`config.mk`:
```
export PLATFORM = sky130hd
export DESIGN_NAME = siphash_2_4_engine_top_flat
export DESIGN_NICKNAME = d
export VERILOG_FILES = /design/src/sh24_pkg.sv /design/src/sh24_if.sv /design/src/siphash_2_4_engine_top.sv /design/src/sh24_ctrl.sv /design/src/sh24_dpath.sv /design/src/flat_wrapper.sv
export SDC_FILE = /design/constraint.sdc
export NUM_CORES = 2
export LEC_CHECK = 0
export BUFFER_PORTS_ARGS = -buffer_cell sky130_fd_sc_hd__buf_2
export CAP_MARGIN = 10
export CORE_MARGIN = 10
export CORE_UTILIZATION = 40
export DETAILED_ROUTE_END_ITERATION = 10
export PLACE_DENSITY = 0.67
export SYNTH_ARGS = -nofsm -noshare
export SYNTH_HDL_FRONTEND = slang
export SYNTH_SLANG_ARGS = --single-unit
```
`constraint.sdc`:
```
create_clock -name clock -period 15.18 [get_ports clock]
set_clock_uncertainty 0.15 [all_clocks]
set_input_delay 0.759 -clock clock [delete_from_list [all_inputs] [get_ports clock]]
set_output_delay 0.759 -clock clock [all_outputs]
set_load 0.01 [all_outputs]
```
`src/sh24_pkg.sv`:
```
`default_nettype none

package sh24_pkg;

   localparam int LANE_W      = 64;
   localparam int BYTE_W      = 8;
   localparam int COUNT_W     = 8;
   localparam int CSR_INDEX_W = 2;

   typedef logic [LANE_W-1:0]        word_type;
   typedef logic [3:0][LANE_W-1:0]   lanes_type;

   localparam word_type SIP_C0    = 64'h736f6d6570736575;
   localparam word_type SIP_C1    = 64'h646f72616e646f6d;
   localparam word_type SIP_C2    = 64'h6c7967656e657261;
   localparam word_type SIP_C3    = 64'h7465646279746573;
   localparam word_type TWEAK_EE  = 64'h00000000000000ee;
   localparam word_type TWEAK_FF  = 64'h00000000000000ff;
   localparam word_type TWEAK_DD  = 64'h00000000000000dd;

   typedef enum logic [CSR_INDEX_W-1:0] {
      CSR_KEY_LOW     = 2'd0,
      CSR_KEY_HIGH    = 2'd1,
      CSR_WIDE_OUTPUT = 2'd2
   } csr_index_type;

   // controller -> datapath
   typedef struct packed {
      logic accept;
      logic round;
      logic xor_m;
      logic load_final;
      logic fin_tweak;
      logic capture;
      logic capture_last;
      logic d_tweak;
   } cmd_type;

   // datapath -> controller
   typedef struct packed {
      logic word_full;
      logic out_free;
      logic wide_end;
   } status_type;

   function automatic word_type rotl(input word_type v, input int unsigned r);
      return (v << r) | (v >> (LANE_W - r));
   endfunction

   function automatic lanes_type sip_round(input lanes_type v);
      word_type a, b, c, d;
      lanes_type r;
      a = v[0];
      b = v[1];
      c = v[2];
      d = v[3];
      a = a + b; b = rotl(b, 13); b = b ^ a; a = rotl(a, 32);
      c = c + d; d = rotl(d, 16); d = d ^ c;
      a = a + d; d = rotl(d, 21); d = d ^ a;
      c = c + b; b = rotl(b, 17); b = b ^ c; c = rotl(c, 32);
      r[0] = a;
      r[1] = b;
      r[2] = c;
      r[3] = d;
      return r;
   endfunction

endpackage

`default_nettype wire

```
`src/sh24_if.sv`:
```
`default_nettype none

interface sh24_req_if import sh24_pkg::*; ();
   logic              valid;
   logic              ready;
   logic [BYTE_W-1:0] data_byte;
   logic              byte_present;
   logic              message_end;

   modport source (output valid, output data_byte, output byte_present,
                   output message_end, input ready);
   modport sink   (input valid, input data_byte, input byte_present,
                   input message_end, output ready);
endinterface

interface sh24_rsp_if import sh24_pkg::*; ();
   logic     valid;
   logic     ready;
   word_type digest_word;
   logic     digest_last;

   modport source (output valid, output digest_word, output digest_last, input ready);
   modport sink   (input valid, input digest_word, input digest_last, output ready);
endinterface

interface sh24_csr_if import sh24_pkg::*; ();
   logic                   valid;
   logic                   ready;
   logic [CSR_INDEX_W-1:0] reg_index;
   word_type               write_data;

   modport source (output valid, output reg_index, output write_data, input ready);
   modport sink   (input valid, input reg_index, input write_data, output ready);
endinterface

`default_nettype wire

```
`src/siphash_2_4_engine_top.sv`:
```
// SipHash-2-4 engine, byte stream in, digest words out.
// Channels (valid/ready, a transaction moves when both are high):
//   req_chan : one message byte per transaction (data_byte, byte_present,
//              message_end). byte_present=0 carries no byte; message_end=1
//              closes the message, an empty message is a single such item.
//   rsp_chan : digest words (digest_word, digest_last); one word in 64-bit
//              mode, two in 128-bit mode, digest_last on the final one.
//   csr_chan : register writes (reg_index, write_data), always ready.
//              0 key_low, 1 key_high, 2 wide_output; other indexes ignored.
// Throughput: one round unit does one SipRound per cycle. Bytes are taken
//   only in S_IDLE; one that completes a 64-bit word (the end item too)
//   first runs its two compression rounds. On message_end: S_FINAL, S_COMP,
//   S_TWEAK, S_FIN, then the first digest word is registered in S_OUT; the
//   second word runs S_FIN again, registered once the first was taken.
// A stalled rsp_chan holds the digest in its output register. After the
//   final word is captured the engine takes bytes of the next message; a
//   digest word that finds the register still full waits, and input waits.
// Reset (synchronous) clears the key and mode registers and starts a fresh
//   message; no clearing pass is needed.
`default_nettype none

module siphash_2_4_engine_top import sh24_pkg::*; (
   input  wire logic  clock,
   input  wire logic  reset,
   sh24_req_if.sink   req_chan,
   sh24_rsp_if.source rsp_chan,
   sh24_csr_if.sink   csr_chan
);

   cmd_type    cmd;
   status_type status;

   // register writes never stall
   assign csr_chan.ready = 1'b1;

   sh24_ctrl u_ctrl (
      .clock           (clock),
      .reset           (reset),
      .req_valid       (req_chan.valid),
      .req_message_end (req_chan.message_end),
      .req_ready       (req_chan.ready),
      .status          (status),
      .cmd             (cmd)
   );

   sh24_dpath u_dpath (
      .clock            (clock),
      .reset            (reset),
      .cmd              (cmd),
      .status           (status),
      .req_data_byte    (req_chan.data_byte),
      .req_byte_present (req_chan.byte_present),
      .req_message_end  (req_chan.message_end),
      .csr_valid        (csr_chan.valid),
      .csr_reg_index    (csr_chan.reg_index),
      .csr_write_data   (csr_chan.write_data),
      .rsp_valid        (rsp_chan.valid),
      .rsp_ready        (rsp_chan.ready),
      .rsp_digest_word  (rsp_chan.digest_word),
      .rsp_digest_last  (rsp_chan.digest_last)
   );

endmodule

`default_nettype wire

```
`src/sh24_ctrl.sv`:
```
`default_nettype none

module sh24_ctrl import sh24_pkg::*; (
   input  wire logic       clock,
   input  wire logic       reset,
   input  wire logic       req_valid,
   input  wire logic       req_message_end,
   output logic            req_ready,
   input  wire status_type status,
   output cmd_type         cmd
);

   typedef enum logic [5:0] {
      S_IDLE  = 6'b000001,
      S_COMP  = 6'b000010,
      S_FINAL = 6'b000100,
      S_TWEAK = 6'b001000,
      S_FIN   = 6'b010000,
      S_OUT   = 6'b100000
   } state_type;

   state_type  state_ff, state_in;
   logic [1:0] cnt_ff, cnt_in;
   logic       end_pend_ff, end_pend_in;
   logic       final_pass_ff, final_pass_in;
   logic       second_ff, second_in;

   always_comb begin
      cmd           = '0;
      req_ready     = 1'b0;
      state_in      = state_ff;
      cnt_in        = cnt_ff;
      end_pend_in   = end_pend_ff;
      final_pass_in = final_pass_ff;
      second_in     = second_ff;
      case (state_ff)
         S_IDLE: begin
            req_ready = 1'b1;
            if (req_valid) begin
               cmd.accept    = 1'b1;
               end_pend_in   = req_message_end;
               cnt_in        = 2'd0;
               final_pass_in = 1'b0;
               second_in     = 1'b0;
               if (status.word_full) begin
                  state_in = S_COMP;
               end else if (req_message_end) begin
                  state_in = S_FINAL;
               end
            end
         end
         S_COMP: begin
            cmd.round = 1'b1;
            cnt_in    = cnt_ff + 2'd1;
            if (cnt_ff == 2'd1) begin
               cmd.xor_m = 1'b1;
               if (final_pass_ff) begin
                  state_in = S_TWEAK;
               end else if (end_pend_ff) begin
                  state_in = S_FINAL;
               end else begin
                  state_in = S_IDLE;
               end
            end
         end
         S_FINAL: begin
            cmd.load_final = 1'b1;
            final_pass_in  = 1'b1;
            cnt_in         = 2'd0;
            state_in       = S_COMP;
         end
         S_TWEAK: begin
            cmd.fin_tweak = 1'b1;
            cnt_in        = 2'd0;
            state_in      = S_FIN;
         end
         S_FIN: begin
            cmd.round = 1'b1;
            cnt_in    = cnt_ff + 2'd1;
            if (cnt_ff == 2'd3) begin
               state_in = S_OUT;
            end
         end
         S_OUT: begin
            if (status.out_free) begin
               cmd.capture      = 1'b1;
               cmd.capture_last = !status.wide_end || second_ff;
               if (cmd.capture_last) begin
                  state_in = S_IDLE;
               end else begin
                  cmd.d_tweak = 1'b1;
                  second_in   = 1'b1;
                  cnt_in      = 2'd0;
                  state_in    = S_FIN;
               end
            end
         end
         default: begin
            state_in = S_IDLE;
         end
      endcase
   end

   always_ff @(posedge clock) begin
      if (reset) begin
         state_ff      <= S_IDLE;
         cnt_ff        <= 2'd0;
         end_pend_ff   <= 1'b0;
         final_pass_ff <= 1'b0;
         second_ff     <= 1'b0;
      end else begin
         state_ff      <= state_in;
         cnt_ff        <= cnt_in;
         end_pend_ff   <= end_pend_in;
         final_pass_ff <= final_pass_in;
         second_ff     <= second_in;
      end
   end

   // first of two digest words must loop back for the second
   a_second_word: assert property (@(posedge clock) disable iff (reset)
      (state_ff == S_OUT && cmd.capture && !cmd.capture_last)
      |=> (state_ff == S_FIN && second_ff))
      else $error("second digest word not started");

   a_end_busy: assert property (@(posedge clock) disable iff (reset)
      (cmd.accept && req_message_end) |=> (state_ff != S_IDLE))
      else $error("message end did not start finalization");

endmodule

`default_nettype wire

```
`src/sh24_dpath.sv`:
```
`default_nettype none

module sh24_dpath import sh24_pkg::*; (
   input  wire logic                   clock,
   input  wire logic                   reset,
   input  wire cmd_type                cmd,
   output status_type                  status,
   input  wire logic [BYTE_W-1:0]      req_data_byte,
   input  wire logic                   req_byte_present,
   input  wire logic                   req_message_end,
   input  wire logic                   csr_valid,
   input  wire logic [CSR_INDEX_W-1:0] csr_reg_index,
   input  wire word_type               csr_write_data,
   output logic                        rsp_valid,
   input  wire logic                   rsp_ready,
   output word_type                    rsp_digest_word,
   output logic                        rsp_digest_last
);

   word_type             key_low_ff, key_high_ff;
   logic                 wide_ff;
   logic                 wide_end_ff;
   logic                 fresh_ff;
   logic [COUNT_W-1:0]   count_ff;
   word_type             packed_ff;
   word_type             m_ff;
   lanes_type            lanes_ff;
   word_type             out_word_ff;
   logic                 out_last_ff;
   logic                 out_valid_ff;

   lanes_type            init_lanes, base_lanes, round_lanes, lanes_in;
   word_type             base_packed, packed_new, final_word, digest;
   logic [COUNT_W-1:0]   base_count, count_new;
   logic                 word_full;

   always_comb begin
      init_lanes[0] = SIP_C0 ^ key_low_ff;
      init_lanes[1] = SIP_C1 ^ key_high_ff ^ (wide_ff ? TWEAK_EE : '0);
      init_lanes[2] = SIP_C2 ^ key_low_ff;
      init_lanes[3] = SIP_C3 ^ key_high_ff;
      base_lanes    = fresh_ff ? init_lanes : lanes_ff;
      base_packed   = fresh_ff ? '0 : packed_ff;
      base_count    = fresh_ff ? '0 : count_ff;
      packed_new    = base_packed;
      count_new     = base_count;
      if (req_byte_present) begin
         packed_new = base_packed
                    | (word_type'(req_data_byte) << {base_count[2:0], 3'b000});
         count_new  = base_count + COUNT_W'(1);
      end
      word_full   = req_byte_present && (base_count[2:0] == 3'b111);
      round_lanes = sip_round(lanes_ff);
      final_word  = packed_ff | {count_ff, {(LANE_W-COUNT_W){1'b0}}};
      digest      = lanes_ff[0] ^ lanes_ff[1] ^ lanes_ff[2] ^ lanes_ff[3];

      // next lane state; the commands below never overlap
      lanes_in = lanes_ff;
      if (cmd.accept) begin
         lanes_in = base_lanes;
         if (word_full) begin
            lanes_in[3] = base_lanes[3] ^ packed_new;
         end
      end
      if (cmd.round) begin
         lanes_in = round_lanes;
         if (cmd.xor_m) begin
            lanes_in[0] = round_lanes[0] ^ m_ff;
         end
      end
      if (cmd.load_final) begin
         lanes_in[3] = lanes_ff[3] ^ final_word;
      end
      if (cmd.fin_tweak) begin
         lanes_in[2] = lanes_ff[2] ^ (wide_end_ff ? TWEAK_EE : TWEAK_FF);
      end
      if (cmd.d_tweak) begin
         lanes_in[1] = lanes_ff[1] ^ TWEAK_DD;
      end
   end

   assign status.word_full = word_full;
   assign status.out_free  = !out_valid_ff || rsp_ready;
   assign status.wide_end  = wide_end_ff;

   assign rsp_valid       = out_valid_ff;
   assign rsp_digest_word = out_word_ff;
   assign rsp_digest_last = out_last_ff;

   // control and register file
   always_ff @(posedge clock) begin
      if (reset) begin
         key_low_ff   <= '0;
         key_high_ff  <= '0;
         wide_ff      <= 1'b0;
         fresh_ff     <= 1'b1;
         count_ff     <= '0;
         out_valid_ff <= 1'b0;
      end else begin
         if (csr_valid) begin
            case (csr_reg_index)
               CSR_KEY_LOW:     key_low_ff  <= csr_write_data;
               CSR_KEY_HIGH:    key_high_ff <= csr_write_data;
               CSR_WIDE_OUTPUT: wide_ff     <= csr_write_data[0];
               default:         ;
            endcase
         end
         if (cmd.accept) begin
            fresh_ff <= 1'b0;
            count_ff <= count_new;
         end else if (cmd.load_final) begin
            fresh_ff <= 1'b1;
         end
         if (cmd.capture) begin
            out_valid_ff <= 1'b1;
         end else if (rsp_ready) begin
            out_valid_ff <= 1'b0;
         end
      end
   end

   // lanes and payload
   always_ff @(posedge clock) begin
      lanes_ff <= lanes_in;
      if (cmd.accept) begin
         if (word_full) begin
            m_ff        <= packed_new;
            packed_ff   <= '0;
         end else begin
            packed_ff   <= packed_new;
         end
         if (req_message_end) begin
            wide_end_ff <= wide_ff;
         end
      end else if (cmd.load_final) begin
         m_ff        <= final_word;
         packed_ff   <= '0;
      end
      if (cmd.capture) begin
         out_word_ff <= digest;
         out_last_ff <= cmd.capture_last;
      end
   end

   a_capture_free: assert property (@(posedge clock) disable iff (reset)
      cmd.capture |-> (!out_valid_ff || rsp_ready))
      else $error("digest overwrote an unread word");

   a_fresh_after_final: assert property (@(posedge clock) disable iff (reset)
      cmd.load_final |=> fresh_ff)
      else $error("message not closed after final block");

endmodule

`default_nettype wire

```
`src/flat_wrapper.sv`:
```
// flat-port wrapper written by rule: the top's interface ports become plain ports
module siphash_2_4_engine_top_flat import sh24_pkg::*;
  (clock, reset, req_chan_valid, req_chan_data_byte, req_chan_byte_present, req_chan_message_end, req_chan_ready, rsp_chan_valid, rsp_chan_digest_word, rsp_chan_digest_last, rsp_chan_ready, csr_chan_valid, csr_chan_reg_index, csr_chan_write_data, csr_chan_ready);
  sh24_req_if req_chan_i ();
  sh24_rsp_if rsp_chan_i ();
  sh24_csr_if csr_chan_i ();
  input  wire logic clock;
  input  wire logic reset;
  input wire logic [$bits(req_chan_i.valid)-1:0] req_chan_valid;
  input wire logic [$bits(req_chan_i.data_byte)-1:0] req_chan_data_byte;
  input wire logic [$bits(req_chan_i.byte_present)-1:0] req_chan_byte_present;
  input wire logic [$bits(req_chan_i.message_end)-1:0] req_chan_message_end;
  output wire logic [$bits(req_chan_i.ready)-1:0] req_chan_ready;
  output wire logic [$bits(rsp_chan_i.valid)-1:0] rsp_chan_valid;
  output wire logic [$bits(rsp_chan_i.digest_word)-1:0] rsp_chan_digest_word;
  output wire logic [$bits(rsp_chan_i.digest_last)-1:0] rsp_chan_digest_last;
  input wire logic [$bits(rsp_chan_i.ready)-1:0] rsp_chan_ready;
  input wire logic [$bits(csr_chan_i.valid)-1:0] csr_chan_valid;
  input wire logic [$bits(csr_chan_i.reg_index)-1:0] csr_chan_reg_index;
  input wire logic [$bits(csr_chan_i.write_data)-1:0] csr_chan_write_data;
  output wire logic [$bits(csr_chan_i.ready)-1:0] csr_chan_ready;
  assign req_chan_i.valid = req_chan_valid;
  assign req_chan_i.data_byte = req_chan_data_byte;
  assign req_chan_i.byte_present = req_chan_byte_present;
  assign req_chan_i.message_end = req_chan_message_end;
  assign req_chan_ready = req_chan_i.ready;
  assign rsp_chan_valid = rsp_chan_i.valid;
  assign rsp_chan_digest_word = rsp_chan_i.digest_word;
  assign rsp_chan_digest_last = rsp_chan_i.digest_last;
  assign rsp_chan_i.ready = rsp_chan_ready;
  assign csr_chan_i.valid = csr_chan_valid;
  assign csr_chan_i.reg_index = csr_chan_reg_index;
  assign csr_chan_i.write_data = csr_chan_write_data;
  assign csr_chan_ready = csr_chan_i.ready;
  siphash_2_4_engine_top u_core (.clock(clock), .reset(reset), .req_chan(req_chan_i), .rsp_chan(rsp_chan_i), .csr_chan(csr_chan_i));
endmodule
```
; Yosys cells after proc, flatten, opt, wreduce, memory -nomap -nowiden
; Cells that the tools add are included.
[classes]
mux = 54
n_div = 0
n_bitwise = 26
magnitude_cmp = 0
eq_ne = 18
shifts = 1
n_mul = 0
n_reduce_logical = 35
addsub = 6
[ops]
columns = operator, n
row1 = 256-bit 2-to-1 mux, 3
row2 = 64-bit 2-to-1 mux, 12
row3 = 64-bit bitwise XOR, 10
row4 = 64-bit adder, 4
row5 = 64-bit by 32-bit OR with 64-bit output, 2
row6 = 64-bit OR, 2
row7 = 64-bit by 8-bit bitwise XOR with 64-bit output, 2
row8 = 64-bit by 13-bit OR with 64-bit output, 1
row9 = 64-bit by 16-bit OR with 64-bit output, 1
row10 = 64-bit by 17-bit OR with 64-bit output, 1
row11 = 64-bit by 21-bit OR with 64-bit output, 1
row12 = 8-bit by 6-bit left shift with 64-bit output, 1
row13 = 6-bit 2-to-1 mux, 7
row14 = 37-bit inverter, 1
row15 = 6-bit case mux with 6 select lines, 1
row16 = 35-bit inverter, 1
row17 = 34-bit inverter, 1
row18 = 8-bit 2-to-1 mux, 4
row19 = 32-bit inverter, 1
row20 = 2-bit AND reduction, 11
row21 = 1-bit 2-to-1 mux, 16
row22 = 3-bit nonzero test, 5
row23 = 2-bit nonzero test, 6
row24 = 5-bit 2-to-1 mux, 2
row25 = other kinds (29), 44
[totals]
output_inout_bits = 68
ram_bits = 0
rom_bits = 0
word_cells = 161
memories = 0
latch_bits = 0
ff_bits = 600

; Logic depth before layout (Yosys ltp)
[logic_depth]
word_depth = 9
mapped_depth = 28
depth_no_buf = 26

; Modules after synthesis
; Synthesis repeated with hierarchy kept, for this count alone.
[unflattened]
cells_unflattened = 5433
area_unflattened_um2 = 47177.7
[by_module_without_submodules]
columns = mod, seq_area_each_um2, area_each_um2, n_inst, cells_per_inst
row1 = sh24_dpath, 16295.6, 46470.8, 1, 5340
row2 = sh24_ctrl, 220.2, 695.7, 1, 91
row3 = siphash_2_4_engine_top, 0.0, 11.3, 1, 2

; Worst setup path after synthesis
; No wires, ideal clock.
[synth_path]
path_kind = register -> register
startpoint = register u_core.u_dpath.lanes_ff[64] in the netlist's numbering
endpoint = register u_core.u_dpath.lanes_ff[243] in the netlist's numbering (data pin)
path_slack_ns = 8.878
setup_ns = 0.275
arrival_ns = 5.877
path_stages_with_launch = 25
cell_sequence = edfxtp_1 ha_1 fa_1 a21o_1 a221oi_2 o311a_4 a21oi_1 o41ai_1 a21oi_1 a21oi_1 o2111ai_1 a221oi_1 xnor2_1 ha_1 a211oi_1 a221o_1 a31oi_1 or3b_2 a31o_2 a21boi_1 o21ai_0 a31oi_1 xnor2_1 xnor2_1 o221ai_1
[synth_rtl]
columns = element, line_no
row1 = "start, declared", sh24_dpath.sv:27  ; lanes_type lanes_ff;
row2 = "start signal, assigned", sh24_dpath.sv:124  ; lanes_ff <= lanes_in;

==> results.yml <==
sta:
  tightest_slew_ns: 1.564
  final_max_slew_viol_count: 4
  period_share: 0.6379
  finalSetupViolCount: 0
  hold_viol: 0
  rsz0062_at_grt: "no"
  max_freq_mhz: 103.3
  setup-tns-final_ns: 0
  fin_crit_ns: 9.684
  maxSlewHeadroom: -0.04615
global_routing:
  grt_pass1_vias: 42870
  grt_usage: 0.4414
  grt_first_pass_wirelength_um: 394200
  grt_antenna_before_repair: 27
  grt_max_degree: 110
  overflow: 0
min_path:
  hold_class: "in2reg"
  whs_path_depth: 3
  hp-start: "csr_chan_write_data[42]"
  hold-path-endpoint: "u_core.u_dpath.key_low_ff[42]"
clock_tree:
  cts_setup_buffers: 0
  cts_made_buffers: 76
  cts_tree: "done"
  clockBufferDepth: 3
  cts_max_level: 3
  cts.sinks: 600
  cts-root-buf: "clkbuf_16"
  cts_resized: 0
  clk_pin_slew_ns: 0.06
  clk_latency_ns: 0.72
  cts_hold_buf: 0
floorplanning:
  rows: 125
  dieArea_um2: 131800
  fp.dieW_um: 363.1
  die_h_um: 363.1
  start_util: 0.4041
  io_pins: 149
  core-area_um2: 116500
yosys:
  synthCells: 5414
  synthFlopType: "edfxtp_1"
  yosys.cell_types.count: 94
  synth_nets: 5755
  yosys_warnings: 0
  synth_area_leader_cell: "edfxtp_1"
  seq_area_frac_synth: 0.3508
  ys_ff_latch: 600
  yosysTopAreaCellShare: 0.2870
  synth_edf_count: 450
  synth_area_um2: 47080
  synth.area.top_cells: "edfxtp_1 (29%), xnor2_1 (9.1%), xor2_1 (6.9%)"
  async_flop_share: 0
  avgSynthCellArea_um2: 8.696
status:
  violations: "max-capacitance violations, max-slew violations"
  status: "finished with violations"
finish:
  postLayoutCellArea_um2: 52160
  area_growth_pct: 10.78
  utilization: 0.4476
  drive_gt1_frac: 0.08696
  nets: 5740
  layout.cells.non_filler: 7001
  n_fill_cell: 11450
setup_path:
  regToRegEndpoint: "u_core.u_dpath.lanes_ff[57]"
  r2r.worst_path.cells: 26
  reg2reg_slack_ns: 5.50
  worstPathArrival_ns: 9.96
  crit_path_start: "u_core.u_dpath.lanes_ff[192]"
  start_kind: "register"
  crit_fanout: 11
  reg2reg_from: "u_core.u_dpath.lanes_ff[192]"
  cp.required_ns: 15.46
  endpoint_kind: "register"
  critical_path_class: "reg2reg"
route:
  firstDrtPassIters: 10
  drcViolationCount: 0
  dr_total_vias: 48040
  routed_wl_um: 303300
  drt_iter0_markers: 8847
  vias_per_cell: 6.862
  wl_per_cell_um: 43.32
  postRouteAntennaNets: 0
placement:
  dp_cells: 6841
  place_congestion: 1.206
  port_buffers: 147
  placed_area_um2: 49500
  dp_hpwl_um: 245900
job:
  cap_violations: 1
## final cells by class
type / count / area (um^2) / area share
Multi-Input combinational cell: 4351 / 29030 / 0.5567
Sequential cell: 600 / 16520 / 0.3167
Timing Repair Buffer: 273 / 1720 / 0.03299
Clock buffer: 102 / 2156 / 0.04133
Clock inverter: 39 / 412.9 / 0.007917
Inverter: 97 / 367.9 / 0.007053
Antenna cell: 15 / 37.54 / 0.0007197
Tap cell: 1524 / 1907 / 0.03656
## sequential cells by signal (all words and copies together) (netlist names)
name / cells
u_core.u_dpath.lanes_ff: 256
u_core.u_dpath.key_high_ff: 64
u_core.u_dpath.key_low_ff: 64
u_core.u_dpath.m_ff: 64
u_core.u_dpath.packed_ff: 64
u_core.u_dpath.rsp_digest_word: 64
u_core.u_dpath.count_ff: 8
u_core.u_ctrl.state_ff: 6
u_core.u_ctrl.cnt_ff: 2
u_core.u_ctrl.end_pend_ff: 1
u_core.u_ctrl.final_pass_ff: 1
u_core.u_ctrl.second_ff: 1
u_core.u_dpath.fresh_ff: 1
u_core.u_dpath.rsp_digest_last: 1
u_core.u_dpath.rsp_valid: 1
u_core.u_dpath.wide_end_ff: 1
u_core.u_dpath.wide_ff: 1
## worst max-delay path by stage
| stage | cells past startpoint | end |
|---|---|---|
| 2_1_floorplan | 24 | u_core.u_dpath.lanes_ff[243] |
| 3_3_place_gp | 23 | u_core.u_dpath.lanes_ff[57] |
| 3_5_place_dp | 26 | u_core.u_dpath.lanes_ff[253] |
| 4_1_cts | 26 | u_core.u_dpath.lanes_ff[253] |
| 5_1_grt | 26 | u_core.u_dpath.lanes_ff[253] |
| 6_report | 26 | u_core.u_dpath.lanes_ff[57] |
## cells by family after synthesis
logic type,count (synthesis),share of synthesized area
compound gates,1672,0.2228
simple gates,1526,0.1456
xor+xnor,882,0.1716
flops,600,0.3508
other cells,1,0.00007965
mux,10,0.002232
buf+inv,463,0.03721
fa+ha+maj,260,0.06974
## worst max-delay path: stages (launching register included)
cell	delay, ns
edfxtp_1	0.49
ha_1	0.26
inv_1	0.07
fa_1	0.39
nand2b_1	0.19
a21o_1	0.21
a21oi_1	0.23
o21ai_0	0.31
a311oi_1	0.57
nor2_1	0.29
o21ai_0	0.32
a21boi_0	0.16
xnor2_1	0.67
xor2_1	1.14
ha_1	0.61
a21o_1	0.24
a21oi_1	0.10
o21a_1	0.20
o21ai_0	0.35
a21oi_1	0.18
o311a_1	0.15
a211o_1	0.42
a21o_1	0.24
a311oi_1	1.07
xnor2_1	0.16
nand2_1	0.12
o31ai_1	0.07
## layout by cell type, fill, tap and decap left out, types with 158 or more instances in the layout
cell	instances
a21o_1	179
a21oi_1	632
edfxtp_1	450
ha_1	256
nand2_1	642
nand3_1	158
nor2_1	357
o21ai_0	306
xnor2_1	480
xor2_1	363
## per-stage QoR
step | worst slack [ns] | hold slack, ns
6_report | 5.496 | 0.1569
5_1_grt | 5.630 | 0.1690
4_1_cts | 6.139 | 0.1380
3_5_place_dp | 6.176 | 0.3108
3_3_place_gp | 5.785 | 0.3025
2_1_floorplan | 8.878 | 0.2564
## synthesized netlist by cell type (17+ instances only)
| library cell | n |
|---|---|
| a211oi_1 | 50 |
| inv_1 | 96 |
| edfxtp_1 | 450 |
| o221ai_1 | 17 |
| nand3_1 | 160 |
| xor2_1 | 369 |
| and3_1 | 39 |
| a21oi_1 | 632 |
| clkbuf_1 | 325 |
| and2_1 | 20 |
| nor2_1 | 362 |
| nand4_1 | 75 |
| a21o_1 | 179 |
| nor2b_1 | 36 |
| xnor3_1 | 19 |
| o22ai_1 | 51 |
| nand2b_1 | 26 |
| nand2_1 | 651 |
| or3_1 | 36 |
| o21ai_0 | 306 |
| buf_1 | 32 |
| a22o_1 | 45 |
| nor3_1 | 50 |
| o21a_1 | 31 |
| o21bai_1 | 53 |
| a32o_1 | 17 |
| a31oi_1 | 29 |
| dfxtp_1 | 150 |
| o211ai_1 | 26 |
| o31ai_1 | 45 |
| a22oi_1 | 50 |
| ha_1 | 256 |
| xnor2_1 | 487 |
## layer usage
metal,up-vias,global-route usage,wire [um]
met5,-,0.009800,42
met4,6,0.3394,29500
met3,920,0.1903,46660
met2,4282,0.5960,116400
met1,23310,0.5451,110800
li1,19520,-,-
Power is left out: the tool's default activity adds up to more than one toggle a clock period on the data nets, which glitch-free logic cannot reach.
